File: src/sv/assert_macros.svh
// Concurrent check helpers; each expects clk and arst_n in scope.
`ifndef ASSERT_MACROS_SVH
`define ASSERT_MACROS_SVH

// Hold expr at every rising clock edge outside reset.
`define ASSERT_ALWAYS(label, expr, msg) \
	label: assert property (@(posedge clk) disable iff (!arst_n) (expr)) else $error(msg);

// Require cons whenever ante is seen.
`define ASSERT_IMPLIES(label, ante, cons, msg) \
	label: assert property (@(posedge clk) disable iff (!arst_n) (ante) |-> (cons)) \
		else $error(msg);

`endif

File: src/sv/ptts_pkg.sv
`default_nettype none
package ptts_pkg;

	localparam int NUM_SLOTS_DEF = 8;
	localparam int MAX_SLOTS     = 64;

	localparam logic [2:0] CMD_TICK    = 3'd0;
	localparam logic [2:0] CMD_CREATE  = 3'd1;
	localparam logic [2:0] CMD_DELETE  = 3'd2;
	localparam logic [2:0] CMD_SUSPEND = 3'd3;
	localparam logic [2:0] CMD_RESUME  = 3'd4;

	localparam logic [1:0] ST_OK    = 2'd0;
	localparam logic [1:0] ST_RANGE = 2'd1;
	localparam logic [1:0] ST_TAKEN = 2'd2;
	localparam logic [1:0] ST_EMPTY = 2'd3;

	localparam logic [1:0] KIND_STATUS = 2'd0;
	localparam logic [1:0] KIND_FIRED  = 2'd1;
	localparam logic [1:0] KIND_EMPTY  = 2'd2;

	typedef struct packed {
		logic [1:0] kind;
		logic [5:0] slot;
		logic [1:0] status;
		logic       last;
	} res_t;

	typedef struct packed {
		logic res_v;
		logic create_wr;
		res_t res;
	} cmd_out_t;

endpackage
`default_nettype wire

File: src/sv/ptts_ram.sv
`default_nettype none
module ptts_ram #(
	parameter int WIDTH = 16,
	parameter int DEPTH = 8,
	parameter int AW    = (DEPTH > 1) ? $clog2(DEPTH) : 1
) (
	input  wire logic             clk,
	input  wire logic             we,
	input  wire logic [AW-1:0]    waddr,
	input  wire logic [WIDTH-1:0] wdata,
	input  wire logic             re,
	input  wire logic [AW-1:0]    raddr,
	output logic      [WIDTH-1:0] rdata
);

	logic [WIDTH-1:0] mem_q [DEPTH];

	always_ff @(posedge clk) begin
		if (we) begin
			mem_q[waddr] <= wdata;
		end
		if (re) begin
			rdata <= mem_q[raddr];
		end
	end

endmodule
`default_nettype wire

File: src/sv/ptts_cmd.sv
`default_nettype none
module ptts_cmd #(
	parameter int NUM_SLOTS = ptts_pkg::NUM_SLOTS_DEF,
	parameter int IDX_W     = (NUM_SLOTS > 1) ? $clog2(NUM_SLOTS) : 1
) (
	input  wire logic              clk,
	input  wire logic              arst_n,
	input  wire logic              acc,
	input  wire logic [2:0]        command,
	input  wire logic [7:0]        slot,
	input  wire logic [IDX_W-1:0]  scan_idx,
	output logic                   scan_act,
	output ptts_pkg::cmd_out_t     cmd_out
);
	import ptts_pkg::*;

	logic [NUM_SLOTS-1:0] occ_q;
	logic [NUM_SLOTS-1:0] run_q;
	logic                 in_range;
	logic [IDX_W-1:0]     sidx;
	logic                 occ_s;
	logic                 known;
	logic [1:0]           st;

	assign in_range = {1'b0, slot} < 9'(NUM_SLOTS);
	assign sidx     = slot[IDX_W-1:0];
	assign occ_s    = in_range & occ_q[sidx];
	assign known    = (command == CMD_CREATE) || (command == CMD_DELETE) ||
		(command == CMD_SUSPEND) || (command == CMD_RESUME);
	assign scan_act = occ_q[scan_idx] & run_q[scan_idx];

	always_comb begin
		priority if (!in_range) begin
			st = ST_RANGE;
		end else if (command == CMD_CREATE) begin
			st = occ_s ? ST_TAKEN : ST_OK;
		end else if (!occ_s) begin
			st = ST_EMPTY;
		end else begin
			st = ST_OK;
		end
	end

	always_comb begin
		cmd_out.res_v      = acc & known;
		cmd_out.create_wr  = acc & (command == CMD_CREATE) & in_range & !occ_s;
		cmd_out.res.kind   = KIND_STATUS;
		cmd_out.res.slot   = slot[5:0];
		cmd_out.res.status = st;
		cmd_out.res.last   = 1'b1;
	end

	always_ff @(posedge clk or negedge arst_n) begin
		if (!arst_n) begin
			occ_q <= '0;
			run_q <= '0;
		end else if (acc && in_range) begin
			unique case (command)
				CMD_CREATE: begin
					if (!occ_s) begin
						occ_q[sidx] <= 1'b1;
						run_q[sidx] <= 1'b1;
					end
				end
				CMD_DELETE: begin
					if (occ_s) begin
						occ_q[sidx] <= 1'b0;
						run_q[sidx] <= 1'b0;
					end
				end
				CMD_SUSPEND: begin
					if (occ_s) begin
						run_q[sidx] <= 1'b0;
					end
				end
				CMD_RESUME: begin
					if (occ_s) begin
						run_q[sidx] <= 1'b1;
					end
				end
				default: begin
				end
			endcase
		end
	end

endmodule
`default_nettype wire

File: src/sv/periodic_task_tick_scheduler_top.sv
// channel  signals                                   handshake
// in       command, slot, period, first_delay        in_valid / in_stall
// out      result_kind, fired_slot, status, last     out_valid / out_stall
//
// Create, delete, suspend, resume: the status beat lands in the output register.
// Tick: one slot per cycle through a 1R1W slot RAM, unless out_stall holds the scan.
// A fired beat waits in a pending register until the next fire or the end of the scan marks it.
// out_stall holds the scan only when a pending beat must leave and the output register is full.
// Reset clears the slot flags and control; the RAM needs no clearing pass.
`default_nettype none
module periodic_task_tick_scheduler_top #(
	parameter int NUM_SLOTS = ptts_pkg::NUM_SLOTS_DEF
) (
	input  wire logic       clk,
	input  wire logic       arst_n,
	input  wire logic       in_valid,
	output logic            in_stall,
	input  wire logic [2:0] command,
	input  wire logic [7:0] slot,
	input  wire logic [7:0] period,
	input  wire logic [7:0] first_delay,
	output logic            out_valid,
	input  wire logic       out_stall,
	output logic [1:0]      result_kind,
	output logic [5:0]      fired_slot,
	output logic [1:0]      status,
	output logic            last
);
	import ptts_pkg::*;

	localparam int IDX_W = (NUM_SLOTS > 1) ? $clog2(NUM_SLOTS) : 1;
	localparam int CNT_W = $clog2(NUM_SLOTS + 1);
	localparam logic [CNT_W-1:0] CNT_END = CNT_W'(NUM_SLOTS);

	logic             busy_q;
	logic [CNT_W-1:0] scan_q;
	logic             v_s1;
	logic [IDX_W-1:0] idx_s1;
	logic             pend_v_q;
	logic [IDX_W-1:0] pend_idx_q;
	logic             out_v_q;
	res_t             out_res_q;

	logic             out_free;
	logic             in_acc;
	logic             is_tick;
	logic             cmd_acc;
	cmd_out_t         cmd_out;
	logic             act;
	logic [15:0]      rdata;
	logic [7:0]       cd;
	logic [7:0]       per;
	logic             fire;
	logic             hold_s1;
	logic             issue;
	logic             tick_wr;
	logic             flush;
	logic             done;
	logic             ram_we;
	logic [IDX_W-1:0] ram_waddr;
	logic [15:0]      ram_wdata;
	res_t             nxt_res;

	assign out_free = !out_v_q || !out_stall;
	assign in_stall = busy_q || !out_free;
	assign in_acc   = in_valid && !in_stall;
	assign is_tick  = command == CMD_TICK;
	assign cmd_acc  = in_acc && !is_tick;

	ptts_cmd #(
		.NUM_SLOTS(NUM_SLOTS),
		.IDX_W    (IDX_W)
	) u_cmd (
		.clk     (clk),
		.arst_n  (arst_n),
		.acc     (cmd_acc),
		.command (command),
		.slot    (slot),
		.scan_idx(idx_s1),
		.scan_act(act),
		.cmd_out (cmd_out)
	);

	assign cd      = rdata[7:0];
	assign per     = rdata[15:8];
	assign fire    = v_s1 && act && (cd == 8'd0);
	assign hold_s1 = fire && pend_v_q && !out_free;
	assign issue   = busy_q && (scan_q != CNT_END) && !hold_s1;
	assign tick_wr = v_s1 && act && !hold_s1;
	assign flush   = fire && pend_v_q && out_free;
	assign done    = busy_q && (scan_q == CNT_END) && !v_s1 && out_free;

	always_comb begin
		ram_we = tick_wr || cmd_out.create_wr;
		if (cmd_out.create_wr) begin
			ram_waddr = slot[IDX_W-1:0];
			ram_wdata = {period, first_delay};
		end else begin
			ram_waddr = idx_s1;
			ram_wdata = {per, fire ? per : cd - 8'd1};
		end
	end

	ptts_ram #(
		.WIDTH(16),
		.DEPTH(NUM_SLOTS),
		.AW   (IDX_W)
	) u_ram (
		.clk  (clk),
		.we   (ram_we),
		.waddr(ram_waddr),
		.wdata(ram_wdata),
		.re   (issue),
		.raddr(scan_q[IDX_W-1:0]),
		.rdata(rdata)
	);

	always_comb begin
		nxt_res = cmd_out.res;
		if (flush || done) begin
			nxt_res.kind   = (done && !pend_v_q) ? KIND_EMPTY : KIND_FIRED;
			nxt_res.slot   = (done && !pend_v_q) ? 6'd0 : 6'(pend_idx_q);
			nxt_res.status = ST_OK;
			nxt_res.last   = done;
		end
	end

	always_ff @(posedge clk or negedge arst_n) begin
		if (!arst_n) begin
			busy_q   <= 1'b0;
			scan_q   <= '0;
			v_s1     <= 1'b0;
			pend_v_q <= 1'b0;
			out_v_q  <= 1'b0;
		end else begin
			if (in_acc && is_tick) begin
				busy_q   <= 1'b1;
				scan_q   <= '0;
				pend_v_q <= 1'b0;
			end else if (done) begin
				busy_q <= 1'b0;
			end else begin
				if (issue) begin
					scan_q <= scan_q + CNT_W'(1);
				end
				if (fire && !hold_s1) begin
					pend_v_q <= 1'b1;
				end
			end
			if (!hold_s1) begin
				v_s1 <= issue;
			end
			if (out_free) begin
				out_v_q <= cmd_out.res_v || flush || done;
			end
		end
	end

	always_ff @(posedge clk) begin
		if (!hold_s1) begin
			idx_s1 <= scan_q[IDX_W-1:0];
		end
		if (fire && !hold_s1) begin
			pend_idx_q <= idx_s1;
		end
		if (out_free) begin
			out_res_q <= nxt_res;
		end
	end

	assign out_valid   = out_v_q;
	assign result_kind = out_res_q.kind;
	assign fired_slot  = out_res_q.slot;
	assign status      = out_res_q.status;
	assign last        = out_res_q.last;

`include "assert_macros.svh"

	`ASSERT_IMPLIES(a_s1_in_scan, v_s1, busy_q, "slot stage active outside a tick")
	`ASSERT_ALWAYS(a_one_writer, !(tick_wr && cmd_out.create_wr), "slot RAM write conflict")
	`ASSERT_IMPLIES(a_empty_last, out_v_q && (out_res_q.kind == KIND_EMPTY),
		out_res_q.last && (out_res_q.slot == 6'd0), "empty tick beat malformed")
	`ASSERT_IMPLIES(a_fired_ok, out_v_q && (out_res_q.kind == KIND_FIRED),
		out_res_q.status == ST_OK, "fired beat carries a status")

endmodule
`default_nettype wire
File: config.mk
export PLATFORM = sky130hd
export DESIGN_NAME = periodic_task_tick_scheduler_top
export DESIGN_NICKNAME = d
export VERILOG_FILES = /design/src/sv/ptts_pkg.sv /design/src/sv/ptts_ram.sv /design/src/sv/ptts_cmd.sv /design/src/sv/periodic_task_tick_scheduler_top.sv
export VERILOG_INCLUDE_DIRS = /design/src /design/src/sv
export SDC_FILE = /design/constraint.sdc
export NUM_CORES = 1
export LEC_CHECK = 0
export BUFFER_PORTS_ARGS = -buffer_cell sky130_fd_sc_hd__buf_2
export CORE_ASPECT_RATIO = 0.6
export CORE_MARGIN = 2
export CORE_UTILIZATION = 60
export CTS_CLUSTER_SIZE = 25
export DETAILED_ROUTE_END_ITERATION = 8
export HOLD_SLACK_MARGIN = 0.08
export PLACE_DENSITY = 0.79
export SLEW_MARGIN = 40
export SYNTH_ARGS = -nofsm -noshare
export SYNTH_HDL_FRONTEND = slang
export SYNTH_HIERARCHICAL = 1
export SYNTH_SLANG_ARGS = --single-unit
File: constraint.sdc
create_clock -name clk -period 4.5 [get_ports clk]
set_input_delay 0.225 -clock clk [delete_from_list [all_inputs] [get_ports clk]]
set_output_delay 0.225 -clock clk [all_outputs]
set_load 0.03 [all_outputs]
==> flow_summary.ini <==
[timing]
hold_ws_ns = 0.111
setup_viol = 0
fin_crit_ns = 3.66
maxSlewHeadroom_pct = 47.6
worst_slew_pin_slew_ns = 0.780
slew_viol_final = 0
fmax_mhz = 273
skew_ns = 0.0117
finalSetupTns_ns = 0
rsz0062_at_grt = false
period_share_pct = 81.3
hold_viol = 0

[detailed_routing]
dr.pass1.iters = 5
num_vias = 4658
wl_per_cell_um = 24.0
vias_per_cell = 6.55
drt_wl_total_mm = 17.0
drc = 0
drtAntennaViolNets = 0
drt_iter0_drc = 632

[die]
top_level_ports = 44
initial_utilization_pct = 62.4
die_w_um = 154
core.rowCount = 32
dieArea_um2 = 14500
fp.dieH_um = 94.1
core_area_um2 = 13000

[final_layout]
stdcell_count = 711
num_antenna_cells = 0
fillCellCount = 811
fin_nets = 563
drive_gt1_share_pct = 27.2
area_growth_pct = 11.3
postLayoutCoreUtil_pct = 69.4

[synthesis]
netlist_instances = 480
yosysUniqueCellTypes = 57
async_reset_ff_share_pct = 13.0
synth_seq_area_share_pct = 67.0
synth_edf_count = 161
synth.top_cell.area_share_pct = 59.6
ys_top_cells_by_area = edfxtp_1 (60%), mux4_1 (9.1%), dfrtp_1 (7.4%)
yosysTopAreaCell = edfxtp_1
syn_area_per_cell_um2 = 16.9
synth-warning-count = 6
synth.cell_area_um2 = 8110
ys_seq_elements = 185
synth_ff_type = edfxtp_1

[clock_network]
cts_sinks = 185
cts_buffers = 17
clk_pin_slew_ns = 0.07
cts_tree = yes
cts.path.max_buffers = 2
insertion_delay_ns = 0.44
clockRootBuffer = clkbuf_16
cts_max_level = 4
cts_resized = 0

[global_routing]
grt_max_degree = 28
antenna_found_initial = 0
grt_pass1_wl_mm = 26.5
grt_pass1_vias = 4495
track_usage_pct = 25.5
overflow = 0

[worst_setup_path]
critPathRequiredTime_ns = 4.63
crit_fanout = 27
path_class = register to register
startpoint_type = register
r2r_slack_ns = 0.84
end_kind = register
critical_path_arrival_ns = 3.79

[placed_design]
gp_congestion = 0.856
portBuffers = 43
place.detailed.hpwl_mm = 11.1
dp.cells = 678

[status]
status = finished, final reports clean

[power]
vdd_ir_drop_max_mv = 0.271
total_power_mw = 5.22
p_leak_nw = 3.18
p_per_area_nw_per_um2 = 578

[flow_run]
max_cap_viol_count = 0

[min_path]
min_path_type = primary input to register
stage by stage:
step / instance area [µm²] / setup slack, ns
after floorplan: 8120 / 0.694
after global placement: 8440 / 1.05
after detailed placement: 8440 / 0.793
after CTS: 9020 / 0.924
after global routing: 9030 / 0.649
final: 9030 / 0.842
critical path: stages, from the launching register on:
cell and delay [ns]:
dfrtp_1 0.41, mux2i_1 0.18, mux4_2 0.56, nand2_1 0.35, nor2_2 0.28, buf_4 0.37, a31o_2 0.17, nand2b_1 0.12
nor3_2 0.57, buf_4 0.33
area by class of cell:
class,count,area [µm²],area share (%)
repair buffers,58,330,3.66
clock inverters,13,138,1.52
multi-input cells,256,2450,27.1
inverters,10,37.5,0.415
flip-flops and latches,185,5440,60.2
clock buffers,19,433,4.79
well taps,170,213,2.35
repair_timing:
action / 4_1_cts / 5_1_grt
hold buffers: 1 / 0
setup buffers: 0 / 0
endpoints found under the hold margin: 24 / 0
cell usage after synthesis, types with 5 or more instances:
cell type and number:
a21oi_1 5, buf_1 5, buf_4 9, buf_6 9, clkbuf_1 5, dfrtp_1 24, edfxtp_1 161, inv_1 10
mux2_2 28, mux2i_1 9, mux4_1 28, mux4_2 6, nand2_1 28, nand2b_1 5, nand3_1 14, nor2_1 14
nor3_1 10, o21ai_0 12, o21ai_1 16, o41ai_1 15
layer usage:
metal / share of wire [%] / global-route usage (%)
met1: 46 / 40.4
met5: 0 / 0
met4: 1.2 / 5.69
met3: 9.6 / 6.69
met2: 43 / 36.0
cell usage in the layout, fill, tap and decap left out, types with 11 or more instances in the layout:
master / instances
nand3_1: 14
dfrtp_1: 22
nand2_1: 28
mux4_1: 28
o41ai_1: 15
edfxtp_1: 161
clkbuf_16: 17
mux2_2: 28
buf_2: 43
o21ai_1: 17
buf_4: 14
nor2_1: 13
o21ai_0: 11
where the power goes:
group	leakage, nW	switching [mW]	internal [mW]
logic	1.12	0.700	0.548
registers	1.80	0.226	2.30
clock network	0.260	0.662	0.779
total	3.18	1.59	3.63
state kept, by name, summed over array words and instances, names as in the netlist, named ones only:
signal	cells
pend_v_q	1
out_valid	1
last	1
v_s1	1
scan_q	4
u_ram/mem_q	128
fired_slot	6
status	2
busy_q	1
u_ram/rdata	16
result_kind	2
pend_idx_q	3
idx_s1	3
kinds of logic (layout without fill, tap and decap cells):
group / Yosys count / after routing / share of synthesized area (%)
flops: 185 / 185 / 67.0
simple gates: 112 / 112 / 7.65
fa+ha+maj: 4 / 4 / 0.617
buf+inv: 40 / 100 / 3.25
xor+xnor: 3 / 3 / 0.324
other cells: 2 / 3 / 0.0926
compound gates: 62 / 62 / 5.18
mux: 72 / 72 / 15.9
path summary, 6_finish.rpt:
path                                     start                          end  cells past startpoint
setup reg to reg                      register  u_ram/mem_q[0][8]$_DFFE_PP_                      9
min in group asynchronous               arst_n                    async pin                      2
hold / removal                         slot[3]  fired_slot[3]$_SDFFCE_PN0N_                      2
hold reg to reg            idx_s1[2]$_DFFE_PN_      pend_idx_q[2]$_DFFE_PP_                      0
max in group asynchronous               arst_n        scan_q[0]$_DFFE_PN0P_                      2
setup / recovery                      register  u_ram/mem_q[0][8]$_DFFE_PP_                      9
Note: power is estimated with default switching activity, not from simulation.
